--- src/rtl/core/owbm_pkg.sv ---
// ----------------------------------------------------------------------------
// owbm_pkg
// Shared types and constants for the one-wire bus master core.
// ----------------------------------------------------------------------------
package owbm_pkg;

	localparam int unsigned NUM_REGS   = 8;
	localparam int unsigned REG_W      = 10;
	localparam int unsigned REG_IDX_W  = 4;
	localparam int unsigned REG_SEL_W  = 3;

	localparam logic [REG_SEL_W-1:0] REG_RESET_LOW     = 3'd0;
	localparam logic [REG_SEL_W-1:0] REG_PRESENCE_WAIT = 3'd1;
	localparam logic [REG_SEL_W-1:0] REG_RESET_TAIL    = 3'd2;
	localparam logic [REG_SEL_W-1:0] REG_WR1_LOW       = 3'd3;
	localparam logic [REG_SEL_W-1:0] REG_WR1_HIGH      = 3'd4;
	localparam logic [REG_SEL_W-1:0] REG_WR0_LOW       = 3'd5;
	localparam logic [REG_SEL_W-1:0] REG_WR0_HIGH      = 3'd6;
	localparam logic [REG_SEL_W-1:0] REG_READ_SAMPLE   = 3'd7;

	typedef logic [REG_W-1:0] ticks_t;
	typedef ticks_t [NUM_REGS-1:0] reg_file_t;

	localparam reg_file_t REG_DEFAULTS = '{
		10'd10, 10'd5, 10'd65, 10'd55, 10'd10, 10'd410, 10'd70, 10'd480
	};

	localparam ticks_t READ_LOW_US  = 10'd3;
	localparam ticks_t READ_TAIL_US = 10'd53;

	localparam logic [1:0] OP_TICK  = 2'd0;
	localparam logic [1:0] OP_RESET = 2'd1;
	localparam logic [1:0] OP_WRITE = 2'd2;
	localparam logic [1:0] OP_READ  = 2'd3;

	localparam logic [1:0] MODE_REL  = 2'd0;
	localparam logic [1:0] MODE_LOW  = 2'd1;
	localparam logic [1:0] MODE_HIGH = 2'd2;

	typedef enum logic [3:0] {
		PH_IDLE     = 4'd0,
		PH_RST_LOW  = 4'd1,
		PH_RST_WAIT = 4'd2,
		PH_RST_TAIL = 4'd3,
		PH_WR_LOW   = 4'd4,
		PH_WR_HIGH  = 4'd5,
		PH_RD_LOW   = 4'd6,
		PH_RD_WAIT  = 4'd7,
		PH_RD_TAIL  = 4'd8
	} phase_t;

	typedef struct packed {
		phase_t     phase;
		ticks_t     timer;
		logic [2:0] bit_num;
		logic [7:0] shift;
		logic       absent;
		logic [1:0] drive;
		logic [7:0] last_read;
	} bus_state_t;

	typedef struct packed {
		logic [1:0] pin_mode;
		logic       busy;
		logic       done;
		logic [7:0] read_data;
		logic       absent;
		logic       ignored;
	} bus_result_t;

	function automatic ticks_t at_least_one(input ticks_t v);
		return (v == '0) ? ticks_t'(1) : v;
	endfunction

endpackage

--- src/rtl/core/one_wire_bus_master_core.sv ---
// ----------------------------------------------------------------------------
// one_wire_bus_master_core
// Microsecond-ticked one-wire bus master: reset/presence, byte write, byte read.
// ----------------------------------------------------------------------------
// Usage:
//   cmd channel (cmd_valid/cmd_stall) carries one word per item: a tick of one
//   microsecond with the sampled bus_level, or a reset, write or read command.
//   Commands are taken only while idle; a command while busy is flagged with
//   command_ignored and changes nothing.
//   res channel (res_valid/res_stall) returns exactly one word per item:
//   pin_mode to drive during that microsecond, busy/done flags, the last read
//   byte and the presence result. Bytes go LSB first.
//   cfg channel (cfg_valid/cfg_ready) writes the eight 10-bit timing
//   registers; cfg_ready is always high. Write only while idle.
// Result: registered, valid in the cycle after its item is accepted.
// Throughput: one item per cycle while cmd_stall is low; the state update
//   and the result register sit behind a single layer of logic in owbm_step.
// Stall: while a result word waits under res_stall, cmd_stall is raised and
//   the word holds; no item is lost.
// Reset: timing registers return to defaults, the bus master goes idle with
//   the line released, and the result register is emptied.
// ----------------------------------------------------------------------------
module one_wire_bus_master_core import owbm_pkg::*; (
	input  logic                 clk,
	input  logic                 arst_n,
	input  logic                 cmd_valid,
	output logic                 cmd_stall,
	input  logic [1:0]           operation,
	input  logic [7:0]           write_value,
	input  logic                 bus_level,
	output logic                 res_valid,
	input  logic                 res_stall,
	output logic [1:0]           pin_mode,
	output logic                 busy_res,
	output logic                 done_res,
	output logic [7:0]           read_data,
	output logic                 device_absent,
	output logic                 command_ignored,
	input  logic                 cfg_valid,
	output logic                 cfg_ready,
	input  logic [REG_IDX_W-1:0] cfg_index,
	input  logic [REG_W-1:0]     cfg_data
);

	reg_file_t   regs_q;
	bus_state_t  state_q;
	bus_state_t  state_nxt;
	bus_result_t res_nxt;
	bus_result_t res_s1;
	logic        res_valid_s1;
	logic        cmd_accept;

	assign cfg_ready  = 1'b1;
	assign cmd_stall  = res_valid_s1 & res_stall;
	assign cmd_accept = cmd_valid & ~cmd_stall;

	always_ff @(posedge clk or negedge arst_n) begin
		if (!arst_n) begin
			regs_q <= REG_DEFAULTS;
		end else if (cfg_valid && cfg_ready && cfg_index < REG_IDX_W'(NUM_REGS)) begin
			regs_q[cfg_index[2:0]] <= cfg_data;
		end
	end

	owbm_step u_step (
		.cur         (state_q),
		.regs        (regs_q),
		.operation   (operation),
		.write_value (write_value),
		.bus_level   (bus_level),
		.nxt         (state_nxt),
		.res         (res_nxt)
	);

	always_ff @(posedge clk or negedge arst_n) begin
		if (!arst_n) begin
			state_q <= '{phase: PH_IDLE, drive: MODE_REL, default: '0};
		end else if (cmd_accept) begin
			state_q <= state_nxt;
		end
	end

	always_ff @(posedge clk or negedge arst_n) begin
		if (!arst_n) begin
			res_valid_s1 <= 1'b0;
		end else if (cmd_accept) begin
			res_valid_s1 <= 1'b1;
		end else if (!res_stall) begin
			res_valid_s1 <= 1'b0;
		end
	end

	always_ff @(posedge clk) begin
		if (cmd_accept)
			res_s1 <= res_nxt;
	end

	assign res_valid       = res_valid_s1;
	assign pin_mode        = res_s1.pin_mode;
	assign busy_res        = res_s1.busy;
	assign done_res        = res_s1.done;
	assign read_data       = res_s1.read_data;
	assign device_absent   = res_s1.absent;
	assign command_ignored = res_s1.ignored;

endmodule

--- src/rtl/core/owbm_step.sv ---
// ----------------------------------------------------------------------------
// owbm_step
// Next-state and result logic for one command or one microsecond tick.
// ----------------------------------------------------------------------------
module owbm_step import owbm_pkg::*; (
	input  bus_state_t  cur,
	input  reg_file_t   regs,
	input  logic [1:0]  operation,
	input  logic [7:0]  write_value,
	input  logic        bus_level,
	output bus_state_t  nxt,
	output bus_result_t res
);

	logic   expired;
	ticks_t timer_dec;
	logic   cur_bit;
	logic   next_bit;
	ticks_t hi_len;

	assign expired   = (cur.timer <= ticks_t'(1));
	assign timer_dec = expired ? '0 : cur.timer - ticks_t'(1);
	assign cur_bit   = cur.shift[cur.bit_num];
	assign next_bit  = cur.shift[cur.bit_num + 3'd1];
	assign hi_len    = cur_bit ? regs[REG_WR1_HIGH] : regs[REG_WR0_HIGH];

	// next state
	always_comb begin
		nxt = cur;
		if (operation == OP_TICK) begin
			if (cur.phase != PH_IDLE) begin
				nxt.timer = timer_dec;
				unique case (cur.phase)
					PH_RST_LOW: begin
						if (expired) begin
							nxt.phase = PH_RST_WAIT;
							nxt.timer = at_least_one(regs[REG_PRESENCE_WAIT]);
							nxt.drive = MODE_REL;
						end
					end
					PH_RST_WAIT: begin
						if (expired) begin
							nxt.absent = bus_level;
							if (regs[REG_RESET_TAIL] == '0) begin
								nxt.phase   = PH_IDLE;
								nxt.timer   = '0;
								nxt.bit_num = '0;
								nxt.drive   = MODE_REL;
							end else begin
								nxt.phase = PH_RST_TAIL;
								nxt.timer = regs[REG_RESET_TAIL];
							end
						end
					end
					PH_RST_TAIL: begin
						if (expired) begin
							nxt.phase   = PH_IDLE;
							nxt.timer   = '0;
							nxt.bit_num = '0;
							nxt.drive   = MODE_REL;
						end
					end
					PH_WR_LOW, PH_WR_HIGH: begin
						if (expired) begin
							nxt.drive = MODE_HIGH;
							if (cur.phase == PH_WR_LOW && hi_len != '0) begin
								nxt.phase = PH_WR_HIGH;
								nxt.timer = hi_len;
							end else if (cur.bit_num == 3'd7) begin
								nxt.phase   = PH_IDLE;
								nxt.timer   = '0;
								nxt.bit_num = '0;
							end else begin
								nxt.bit_num = cur.bit_num + 3'd1;
								nxt.phase   = PH_WR_LOW;
								nxt.timer   = at_least_one(next_bit ? regs[REG_WR1_LOW]
								                                    : regs[REG_WR0_LOW]);
								nxt.drive   = MODE_LOW;
							end
						end
					end
					PH_RD_LOW: begin
						if (expired) begin
							nxt.phase = PH_RD_WAIT;
							nxt.timer = at_least_one(regs[REG_READ_SAMPLE]);
							nxt.drive = MODE_REL;
						end
					end
					PH_RD_WAIT: begin
						if (expired) begin
							if (bus_level)
								nxt.shift[cur.bit_num] = 1'b1;
							nxt.phase = PH_RD_TAIL;
							nxt.timer = READ_TAIL_US;
						end
					end
					PH_RD_TAIL: begin
						if (expired) begin
							if (cur.bit_num == 3'd7) begin
								nxt.last_read = cur.shift;
								nxt.phase     = PH_IDLE;
								nxt.timer     = '0;
								nxt.bit_num   = '0;
								nxt.drive     = MODE_REL;
							end else begin
								nxt.bit_num = cur.bit_num + 3'd1;
								nxt.phase   = PH_RD_LOW;
								nxt.timer   = READ_LOW_US;
								nxt.drive   = MODE_LOW;
							end
						end
					end
					default: nxt.phase = PH_IDLE;
				endcase
			end
		end else if (cur.phase == PH_IDLE) begin
			nxt.bit_num = '0;
			nxt.drive   = MODE_LOW;
			unique case (operation)
				OP_RESET: begin
					nxt.phase = PH_RST_LOW;
					nxt.timer = at_least_one(regs[REG_RESET_LOW]);
				end
				OP_WRITE: begin
					nxt.shift = write_value;
					nxt.phase = PH_WR_LOW;
					nxt.timer = at_least_one(write_value[0] ? regs[REG_WR1_LOW]
					                                        : regs[REG_WR0_LOW]);
				end
				default: begin
					nxt.shift = '0;
					nxt.phase = PH_RD_LOW;
					nxt.timer = READ_LOW_US;
				end
			endcase
		end
	end

	// result word
	always_comb begin
		res.pin_mode  = (operation == OP_TICK) ? cur.drive : nxt.drive;
		res.busy      = (operation != OP_TICK) || (cur.phase != PH_IDLE);
		res.done      = (operation == OP_TICK) && (cur.phase != PH_IDLE) &&
		                (nxt.phase == PH_IDLE);
		res.read_data = nxt.last_read;
		res.absent    = nxt.absent;
		res.ignored   = (operation != OP_TICK) && (cur.phase != PH_IDLE);
	end

endmodule

--- config.mk ---
export PLATFORM = sky130hd
export DESIGN_NAME = one_wire_bus_master_core
export DESIGN_NICKNAME = d
export VERILOG_FILES = /design/src/rtl/core/owbm_pkg.sv /design/src/rtl/core/one_wire_bus_master_core.sv /design/src/rtl/core/owbm_step.sv
export SDC_FILE = /design/constraint.sdc
export NUM_CORES = 1
export LEC_CHECK = 0
export ABC_AREA = 0
export BUFFER_PORTS_ARGS = -buffer_cell sky130_fd_sc_hd__buf_4
export CORE_MARGIN = 4
export CORE_UTILIZATION = 60
export DETAILED_ROUTE_END_ITERATION = 6
export GPL_ROUTABILITY_DRIVEN = 0
export PLACE_DENSITY = 0.79
export SLEW_MARGIN = 20
export SYNTH_ARGS = -nofsm -noshare
export SYNTH_HDL_FRONTEND = slang
export SYNTH_HIERARCHICAL = 1
export SYNTH_SLANG_ARGS = --single-unit
--- constraint.sdc ---
create_clock -name clk -period 3.45 [get_ports clk]
set_input_delay 0 -clock clk [delete_from_list [all_inputs] [get_ports clk]]
set_output_delay 0 -clock clk [all_outputs]
set_load 0.02 [all_outputs]
==> out/summary.txt, run 1 <==
number of nets still failing antenna checks after routing = 0
I/O pin cnt = 47
placed wire-length estimate = 15.54 mm
worst vdd ir = 0.5886 mV
First-pass DRT Iterations = 6
vias in the first global route = 6513
average wire per standard cell = 22.40 µm
share of async-settable or async-resettable flops after synthesis = 89.31%
Main synth FF type = dfrtp_1
power per standard cell area = 787.9 mW/mm²
number of placement rows = 42
warning count from the yosys run = 6
hold_sp = write_value[7]
Min Clock Period, post-route = 3.294 ns
initial standard-cell utilization of the core = 61.17%
number of enable flip-flop cells after synthesis = 14
most numerous cell on the critical path = mux2_2
RSZ-0062 raised after global routing = no
worst path arrival time = 3.61 ns
overall routing resource usage = 30.21%
count of mapped cells out of synthesis = 745
achievable frequency = 303.6 MHz
flops & latches, synth = 131
Critical Path, Cell by Cell = ha_4 -> ha_1 -> mux4_2 -> mux2i_1 -> buf_4 -> mux2_2 -> nand3b_1 -> nor4b_4 -> o21ai_1 -> a21o_1 -> mux2_2
vias per inst = 6.753
worst-margin pin slew = 0.8108 ns
status = finished, final reports clean
clock buffer depth = 2
input/output buffers = 45
sequential element share of the synthesized area = 41.88%
Worst Hold Path EP = state_q[18]
type of element capturing the critical path = flop
accumulated negative setup slack = 0 ns
growth of design area from synthesis to finish = 15.91%
clock insertion delay at the later pin of the skew report = 0.43 ns
Avg Inst Size Synth = 10.83 µm²
Synthesized Nets = 783
Slowest cell on crit path = dfrtp_1
largest net degree at the start of global routing = 58
setup clock skew after layout = 0.006162 ns
worst reg2reg path startpoint = state_q[19]
wire length of the first global-routing pass = 35.18 mm
TritonCTS Buffers = 17
placed inst area = 0.008549 mm²
Synth cell types = 78
Max-slew headroom = 45.53%
buffer type at the clock tree root = clkbuf_16
Tcrit/Tclk final = 95.48%
reported max-cap violation count = 0
R2R cell count = 11
delay contributed by the slowest stage of the critical path = 0.56 ns
data required time at the worst endpoint = 3.77 ns
remaining design rule violation count = 0
layout cells sized above 1 = 34.44%
startpoint-to-endpoint class of the critical path = reg -> reg
Die Height = 124.0 µm
Min-Delay Path Depth = 4
DIE WIDTH = 124.0 µm
area of the mapped netlist = 0.008069 mm²
final setup violation count = 0
leakage power summed over all cells = 0.004016 µW
filler cell count in the final layout = 900
count of vias placed by the detailed router = 6699
path type of the worst min-delay path = in -> reg
antenna cells = 0
worst flop-to-flop path endpoint = state_q[25]
number of max-slew violations in the final report = 0
Max FO, Critical Path = 12
First DRT Iteration DRCs = 906
type of origin of the critical path = flop
register-to-register path setup slack = 0.16 ns
antenna violations before repair = 0
Remaining Overflow, GRT = 0
Die ar. = 0.01537 mm²
number of endpoints with negative hold slack in the final report = 0
clock sink count = 131
Placeable Area = 0.01319 mm²
clock slew seen by the registers of the worst setup and hold paths = 0.06 ns
number of nets in the layout = 841
deepest level of the CTS H-tree = 4
post-route cell area = 0.009353 mm²
CTS tree = yes
DRT Wirelength = 22.22 mm
==> layout make-up <==
cell class              instances  area [µm²]  area share [%]
multi-input cells             544        4342           46.42
flip-flops and latches        131        3379           36.13
repair buffers                 93       760.7           8.134
clock buffers                  18       429.2           4.589
well taps                     176       220.2           2.355
clock inverters                14       161.4           1.726
inverters                      16       60.06          0.6421
==> where the power goes <==
part	total (µW)	leakage [µW]	internal, µW	switching, µW
Sequential	2400	0.00156	1970	431
Clock	1820	0.000282	1130	695
Combinational	3150	0.00217	1360	1790
==> cells in the mapped netlist (all sizes together), types with 12 or more instances <==
cell type  number  area [µm²]
mux2          130        1539
buf            35       236.5
o21ai          51       262.8
mux2i          28       292.8
edfxtp         14       420.4
clkbuf         19       71.32
nand2          47       176.4
inv            16       60.06
nor4           16       106.4
dfstp          25       656.9
a31oi          12       75.07
a21oi          37       185.2
nor2           38       147.6
nor3           22       132.6
dfrtp          92        2302
==> worst max-delay path, delay by kind of cell, from the launching register on <==
kind	cells	cell delay, ns
AO/OA/AOI/OAI	2	0.29
adder cells (fa/ha/maj)	2	0.59
buffers and inverters	1	0.25
flip-flops	1	0.56
multiplexers	4	1.15
AND/OR/NAND/NOR	2	0.33
==> flip-flops by register name (all words and copies together), names as in the netlist <==
register / cells
regs_q: 80
state_q: 36
read_data: 8
pin_mode: 2
busy_res: 1
command_ignored: 1
device_absent: 1
done_res: 1
res_valid: 1
==> metrics by stage <==
stage,util [%],hold WS (ns),total power [µW],worst slack (ns),std cells
after floorplan,-,-0.2956,4515,0.6021,745
after global placement,64.82,0.09858,5308,0.3604,940
after detailed placement,64.82,0.1146,5395,0.1833,940
after CTS,70.81,0.01679,7266,0.1333,992
after global routing,70.91,0.01401,7719,0.03093,992
final,70.91,0.01238,7369,0.1561,992
==> cell families (layout without fill, tap and decap cells) <==
family                     after synthesis  count (layout)  synth area share [%]
muxes                                  162             162                 23.91
AOI/OAI and AO/OA                      179             179                 14.93
DFF                                    131             131                 41.88
buffers and inverters                   70             141                 4.559
xor gates and xnor gates                 9               9                0.9770
and+or+nand+nor                        185             185                 12.45
other                                    1               1               0.04647
adders and majority gates                8               8                 1.241
==> placed cells by master, fill, tap and decap left out, types with 16 or more instances in the layout <==
master / netlist / routed
mux2_4: 20 / 20
nor2_1: 36 / 36
mux2i_1: 27 / 27
clkbuf_16: 0 / 17
mux2_2: 110 / 110
dfstp_2: 25 / 25
dfrtp_1: 92 / 92
buf_4: 11 / 72
o21ai_0: 46 / 46
dlygate4sd3_1: 0 / 20
nor3_1: 20 / 20
nand2_1: 47 / 47
a21oi_1: 37 / 37
inv_1: 16 / 16
==> routing by layer <==
layer / part of all wire (%) / track usage, % / up-vias / routed length, µm
li1: - / - / 2942 / -
met1: 40 / 39.85 / 3259 / 8850
met2: 47 / 47.72 / 406 / 10360
met3: 8.8 / 5.722 / 92 / 1961
met4: 4.7 / 15.40 / 0 / 1047
met5: 0 / 0 / - / 0
==> how the worst max path moves through the flow <==
stage | start | endpoint | slack (ns) | cells past startpoint
floorplan | state_q[20] | state_q[29] | 0.60 | 10
global placement | state_q[19] | state_q[25] | 0.36 | 10
detailed placement | state_q[19] | state_q[25] | 0.18 | 10
CTS | state_q[19] | state_q[25] | 0.13 | 10
global route | state_q[19] | state_q[25] | 0.03 | 11
finish | state_q[19] | state_q[25] | 0.16 | 11
==> what timing repair did <==
action                                  4_1_cts  5_1_grt
setup buffers                                 0        0
hold endpoints to repair                    131        0
resized for setup                             0        1
hold buffers                                 20        0
endpoints found under the setup margin        0        1
No activity file was read; power rests on OpenSTA's default activity.
==> run 2: changes to the inputs <==
--- a/config.mk
+++ b/config.mk
@@ -15,5 +15,4 @@
 export SLEW_MARGIN = 20
 export SYNTH_ARGS = -nofsm -noshare
 export SYNTH_HDL_FRONTEND = slang
-export SYNTH_HIERARCHICAL = 1
 export SYNTH_SLANG_ARGS = --single-unit
==> run 2 against run 1 <==
Against the previous run: register-to-register slack better by 0.28 ns; setup slack better by 0.28 ns; design area is 2.0% lower; sequential share of layout area is 0.74 points higher; clock skew is 0.0056 ns higher; synthesized area is 4.1% lower; utilization is 1.7 points higher; maximum frequency is 9.3% higher; critical path depth is 4 lower; clock-buffer cell count is 2 higher; final cell count is 1.4% lower; critical endpoint is now state_q[3]; largest cell class unchanged.
==> out/summary.txt, run 2 <==
status = finished, final reports clean
accumulated negative setup slack = 0 ns (unchanged)
share of async-settable or async-resettable flops after synthesis = 89.31% (unchanged)
remaining design rule violation count = 0 (unchanged)
initial standard-cell utilization of the core = 61.30% (+0.13 points)
overall routing resource usage = 31.02% (+0.82 points)
Final Worst Setup Slack = 0.4352 ns (+0.2792 ns)
vias in the first global route = 6529 (+0.25%)
RSZ-0062 raised after global routing = no
I/O pin cnt = 47 (unchanged)
Synthesized Nets = 768 (-1.9%)
largest net degree at the start of global routing = 57 (-1.7%)
share of the synthesized area in the top cell type = 29.76% (+1.2 points)
worst vdd ir = 0.6576 mV (+12%)
TritonCTS Buffers = 17 (unchanged)
register bank with the most flops = regs_q
final setup violation count = 0 (unchanged)
Min Clock Period, post-route = 3.015 ns (-0.2792 ns)
number of nets in the layout = 834 (-0.83%)
delay contributed by the slowest stage of the critical path = 0.67 ns (+0.11 ns)
global-route layer with the greatest usage = met2
type of origin of the critical path = flop
achievable frequency = 331.7 MHz (+9.3%)
data required time at the worst endpoint = 3.76 ns (about the same)
Die ar. = 0.01477 mm² (-3.9%)
worst-margin pin slew = 1.046 ns (+0.2351 ns)
count of vias placed by the detailed router = 6733 (+0.51%)
Critical Path, Cell by Cell = or4_1 -> nor3_4 -> buf_4 -> nand2_2 -> nor2_4 -> mux2_2 -> mux2_2
count of mapped cells out of synthesis = 727 (-2.4%)
Max FO, Critical Path = 12 (unchanged)
average wire per standard cell = 22.73 µm (+1.5%)
max FFs per register = 80 (unchanged)
CTS tree = yes
DIE WIDTH = 121.6 µm (-1.9%)
Main synth FF type = dfrtp_1
placed wire-length estimate = 15.82 mm (+1.8%)
met3 usage in global routing = 6.592% (+0.87 points)
multiplexer fraction of the synthesized cell area = 20.05% (-3.9 points)
fraction of the mapped netlist area in compound gates = 15.40% (+0.46 points)
register-to-register path setup slack = 0.44 ns (+0.28 ns)
Synth cell types = 80 (+2.6%)
path type of the worst min-delay path = in -> reg
startpoint-to-endpoint class of the critical path = reg -> reg
met2 layer usage reported by global route = 49.26% (+1.5 points)
buffer type at the clock tree root = clkbuf_16
top cells by area in the synthesized netlist = dfrtp_1 (30%), mux2_2 (15%), dfstp_2 (8.5%)
leakage power summed over all cells = 0.003844 µW (-4.3%)
Slowest cell on crit path = or4_1
Die Height = 121.6 µm (-1.9%)
flops & latches, synth = 131 (unchanged)
setup clock skew after layout = 0.01173 ns (+0.005564 ns)
clock slew seen by the registers of the worst setup and hold paths = 0.06 ns (about the same)
vias per inst = 6.884 (+1.9%)
Avg Inst Size Synth = 10.64 µm² (-1.8%)
wire length of the first global-routing pass = 35.25 mm (+0.20%)
buffer count from post-CTS setup fixing = 0 (unchanged)
clock sink count = 131 (unchanged)
Tcrit/Tclk final = 87.38% (-8.1 points)
number of placement rows = 41 (-2.4%)
top cells by instance count after synthesis = mux2_2 (104), dfrtp_1 (92), nor2_1 (50)
layout cells sized above 1 = 31.64% (-2.8 points)
number of nets still failing antenna checks after routing = 0 (unchanged)
deepest level of the CTS H-tree = 4 (unchanged)
most common cell after layout, fill and taps aside = mux2_2
pre-CTS setup slack = 0.4760 ns (+0.2927 ns)
number of endpoints with negative hold slack in the final report = 0 (unchanged)
post-synthesis simple-gate area fraction = 14.73% (+2.3 points)
input/output buffers = 45 (unchanged)
worst path arrival time = 3.33 ns (-0.28 ns)
Max-slew headroom = 30.02% (-16 points)
power per standard cell area = 678.1 mW/mm² (-14%)
warning count from the yosys run = 0 (-6)
First-pass DRT Iterations = 6 (unchanged)
reported max-cap violation count = 0 (unchanged)
most used standard cell by instance count after synthesis = mux2_2
arithmetic-cell share of the synthesized area counting full adders, half adders and majority gates = 1.779% (+0.54 points)
Remaining Overflow, GRT = 0 (unchanged)
Placeable Area = 0.01262 mm² (-4.3%)
largest family of logic cells by synthesized area = multiplexers
xor and xnor area share after synthesis = 0.9057% (-0.071 points)
commonest cells after routing, fill and taps aside = mux2_2 (104), dfrtp_1 (92), buf_4 (69)
DRT Wirelength = 22.23 mm (about the same)
R2R cell count = 7 (-4)
number of max-slew violations in the final report = 0 (unchanged)
Min-Delay Path Depth = 3 (-1)
clock buffer depth = 2 (unchanged)
First DRT Iteration DRCs = 920 (+1.5%)
clock insertion delay at the later pin of the skew report = 0.43 ns (about the same)
area of the mapped netlist = 0.007736 mm² (-4.1%)
type of element capturing the critical path = flop
antenna cells = 0 (unchanged)
growth of design area from synthesis to finish = 18.45%
sequential element share of the synthesized area = 43.68% (+1.8 points)
number of enable flip-flop cells after synthesis = 14 (unchanged)
most numerous cell on the critical path = mux2_2
fraction of met1 tracks used by global routing = 41.22% (+1.4 points)
area leader, netlist = dfrtp_1
antenna violations before repair = 0 (unchanged)
run 2: cell types whose count changed in the layout (fill, tap and decap cells not counted), sizes merged, moves of 5 or more:
cell    before  now
o21ai       51   32
o211ai       2    9
nand2       47   40
o221ai       9    4
a22o         3   12
nand3       11   24
a21oi       37   20
nor2        38   52
mux2       130  104
a22oi        9    2
run 2: stage by stage:
step	area (µm²)	hold slack, ns	power, µW	util [%]	cells
after global routing	9164	0.1067	6456	72.62	978
final	9164	0.08608	6214	72.62	978
after global placement	8285	0.1055	4031	65.66	924
after CTS	9164	0.07316	6147	72.62	978
after floorplan	7736	-0.2956	3496	-	727
after detailed placement	8285	0.1103	4106	65.66	924
run 2: path summary, 6_finish.rpt:
| check | start | endpoint |
|---|---|---|
| setup / recovery | state_q[29] | state_q[3] |
| min in group asynchronous | arst_n | state_q[33] |
| setup reg to reg | state_q[29] | state_q[3] |
| hold / removal | write_value[0] | state_q[11] |
| max in group asynchronous | arst_n | regs_q[62] |
| hold reg to reg | state_q[4] | state_q[4] |
run 2: critical path, delay by kind of cell, from the launching register on:
family                 cells  cell delay [ns]
buffers and inverters      1             0.24
AND/OR/NAND/NOR            4             1.55
flip-flops                 1             0.44
multiplexers               2             0.66
run 2: where the power goes:
part           leakage, µW  switching (µW)  internal (µW)
clock             0.000321             682           1320
sequential         0.00156             358           1930
combinational      0.00197            1110            811
run 2: cell families after synthesis:
kind of cell             after synthesis
AO/OA/AOI/OAI                        164
adder cells (fa/ha/maj)               11
other                                  1
XOR/XNOR                               8
multiplexers                         137
flip-flops                           131
AND/OR/NAND/NOR                      213
buffers and inverters                 62
run 2: layout make-up:
cell class                 count  area, µm²
sequential                   131       3379
clock buffer                  20      456.7
inverter                      18      67.56
timing repair buffer          91      738.2
tap                          172      215.2
fill                         899       3456
multi-input combinational    534       4105
clock inverter                12      201.4
run 2: routing by layer:
metal	vias to the layer above	wire length (µm)
met5	-	0
met4	0	952
met3	101	2211
met2	474	10370
met1	3249	8700
li1	2909	-
run 2: repair_timing:
item,in CTS,in global routing
hold buffers,22,0
endpoints found under the setup margin,0,0
resized for setup,0,0
endpoints found under the hold margin,134,0
==> run 3: changes to the inputs <==
==> constraint.sdc (replaced) <==
create_clock -name clk -period 3.91 [get_ports clk]
set_input_delay 0 -clock clk [delete_from_list [all_inputs] [get_ports clk]]
set_output_delay 0 -clock clk [all_outputs]
set_load 0.02 [all_outputs]
==> run 3 against run 2 <==
Against the previous run: the flow now finishes with violations (design-rule violations); combinational power decreased by 14%; clock power decreased by 8%; via count decreased by 0.61%; critical endpoint is now state_q[19]; largest power group unchanged.
==> out/summary.txt, run 3 (synthesis gave the netlist of run 2 again) <==
Slowest cell on crit path = or4b_2
antenna violations before repair = 0 (unchanged)
number of nets in the layout = 829 (-0.60%)
leakage power summed over all cells = 0.003831 µW (-0.35%)
part of the total power dissipated in sequential elements = 36.5% (-0.3 points)
Max FO, Critical Path = 30 (+18)
number of max-slew violations in the final report = 0 (unchanged)
area of combinational cells with multiple inputs = 0.004105 mm² (unchanged)
placed insts = 920 (-0.43%)
First DRT Iteration DRCs = 1068 (+16%)
type of element capturing the critical path = flop
Placeable Area = 0.01262 mm² (unchanged)
final setup violation count = 0 (unchanged)
internal cell power = 3628 µW (-11%)
largest net degree at the start of global routing = 87 (+53%)
reported max-cap violation count = 0 (unchanged)
input/output buffers = 45 (unchanged)
number of endpoints with negative hold slack in the final report = 0 (unchanged)
Tot Pwr = 5508 µW (-11%)
accumulated negative setup slack = 0 ns (unchanged)
overall routing resource usage = 30.90% (-0.12 points)
most numerous cell on the critical path = mux2_2
clock buffer depth = 2 (unchanged)
Die ar. = 0.01477 mm² (unchanged)
buffer count from post-CTS setup fixing = 0 (unchanged)
filler cell count in the final layout = 915 (+1.8%)
count of vias placed by the detailed router = 6692 (-0.61%)
vias per inst = 6.878 (about the same)
worst path arrival time = 3.41 ns (+0.08 ns)
layout cells sized above 1 = 31.34% (-0.30 points)
max FFs per register = 80 (unchanged)
switching share of power = 34.12% (-0.51 points)
data required time at the worst endpoint = 4.22 ns (+0.46 ns)
DRT Wirelength = 21.99 mm (-1.1%)
hold-fix buffers at CTS = 21 (-4.5%)
clock insertion delay at the later pin of the skew report = 0.43 ns (about the same)
commonest cells after routing, fill and taps aside = mux2_2 (104), dfrtp_1 (92), buf_4 (64)
clock slew seen by the registers of the worst setup and hold paths = 0.06 ns (about the same)
CP bufs+invs = 1 (unchanged)
buffer type at the clock tree root = clkbuf_16
Post-Layout Cell Count = 973 (-0.51%)
First-pass DRT Iterations = 7 (+1)
violations in the final reports = design-rule violations
Min Clock Period, post-route = 3.102 ns (+0.08684 ns)
final core occ = 72.54% (-0.079 points)
wire length of the first global-routing pass = 35.01 mm (-0.69%)
number of nets still failing antenna checks after routing = 0 (unchanged)
portion of total power attributed to the clock network = 33.4% (+1.1 points)
CTS tree = yes
register bank with the most flops = regs_q
delay contributed by the slowest stage of the critical path = 0.86 ns (+0.19 ns)
Resized Gates After CTS = 0 (unchanged)
Tcrit/Tclk final = 79.32% (-8.1 points)
worst vdd ir = 0.3931 mV (-40%)
average wire per standard cell = 22.60 µm (-0.60%)
placed wire-length estimate = 15.40 mm (-2.7%)
clock sink count = 131 (unchanged)
TritonCTS Buffers = 17 (unchanged)
startpoint-to-endpoint class of the critical path = reg -> reg
sequential cell area = 0.003379 mm² (unchanged)
achievable frequency = 322.4 MHz (-2.8%)
remaining design rule violation count = 17 (+17)
number of placement rows = 41 (unchanged)
Max-slew headroom = 30.07% (+0.056 points)
power per standard cell area = 601.7 mW/mm² (-11%)
Die Height = 121.6 µm (unchanged)
I/O pin cnt = 47 (unchanged)
setup clock skew after layout = 0.007501 ns (-0.004225 ns)
CP delay by family, top = simple AND/OR/NAND/NOR gates
most common cell after layout, fill and taps aside = mux2_2
vias in the first global route = 6544 (+0.23%)
Remaining Overflow, GRT = 0 (unchanged)
worst-margin pin slew = 1.041 ns (-0.004980 ns)
RSZ-0062 raised after global routing = no
DIE WIDTH = 121.6 µm (unchanged)
status = finished with violations
growth of design area from synthesis to finish = 18.32%
reported net switching power = 1879 µW (-13%)
deepest level of the CTS H-tree = 4 (unchanged)
combinational group share of total power = 30.1% (-0.8 points)
path type of the worst min-delay path = in -> reg
Critical Path, Cell by Cell = buf_4 -> or4b_2 -> a31oi_1 -> mux2_2 -> a211oi_1 -> o211ai_2 -> mux2_2
antenna cells = 0 (unchanged)
initial standard-cell utilization of the core = 61.30% (unchanged)
type of origin of the critical path = flop
-- run 3: cell types whose count changed in the layout (fill, tap and decap cells not counted), sizes merged --
| cell | before | now |
|---|---|---|
| dlygate4sd3 | 22 | 21 |
| clkbuf | 20 | 22 |
| clkinv | 3 | 1 |
| buf | 69 | 65 |
-- run 3: per-layer routing --
metal / vias up / GRT usage, % / share of wire (%) / routed length [µm]
li1: 2893 / - / - / -
met4: 0 / 15.06 / 4.3 / 940
met3: 112 / 9.889 / 11 / 2389
met1: 3240 / 40.17 / 39 / 8582
met2: 447 / 47.01 / 46 / 10080
met5: - / 0 / 0 / 0
-- run 3: worst reg2reg max path, delay by kind of cell, from the launching register on --
family          cells  cell delay, ns
buf+inv             1            0.22
flops               1            0.38
simple gates        1            0.87
compound gates      3            0.68
mux                 2            0.83
-- run 3: worst paths after layout --
path / startpoint / to / slack [ns] / depth (start not counted)
max: state_q[33] / state_q[19] / 0.81 / 7
min: write_value[0] / state_q[11] / 0.1 / 3
max reg2reg: state_q[33] / state_q[19] / 0.81 / 7
min reg2reg: state_q[8] / state_q[8] / 0.50 / 2
max in group asynchronous: arst_n / regs_q[56] / 2.74 / 3
min in group asynchronous: arst_n / state_q[10] / 0.21 / 2
-- run 3: through the flow --
step	worst slack [ns]	cell area (µm²)	hold WS, ns
6_report	0.8084	9154	0.09777
3_5_place_dp	0.9394	8255	0.2123
2_1_floorplan	1.359	7736	-0.2956
4_1_cts	0.8802	9150	0.07849
3_3_place_gp	0.9845	8255	0.2078
5_1_grt	0.6992	9154	0.09620
-- run 3: power by group through the flow --
stage / Sequential (µW) / Clock (µW) / Combinational, µW
floorplan: 1900 / 0 / 1180
global placement: 1990 / 0 / 1540
detailed placement: 2010 / 0 / 1580
CTS: 1990 / 1850 / 1610
global route: 2040 / 1910 / 1770
finish: 2010 / 1840 / 1660
-- run 3: area by class of cell --
| type | instances | share of cell area, % |
|---|---|---|
| well taps | 172 | 2.351 |
| inverters | 18 | 0.7381 |
| clock inverters | 10 | 2.064 |
| clock buffers | 22 | 5.413 |
| multi-input cells | 534 | 44.85 |
| flip-flops and latches | 131 | 36.92 |
| repair buffers | 86 | 7.668 |
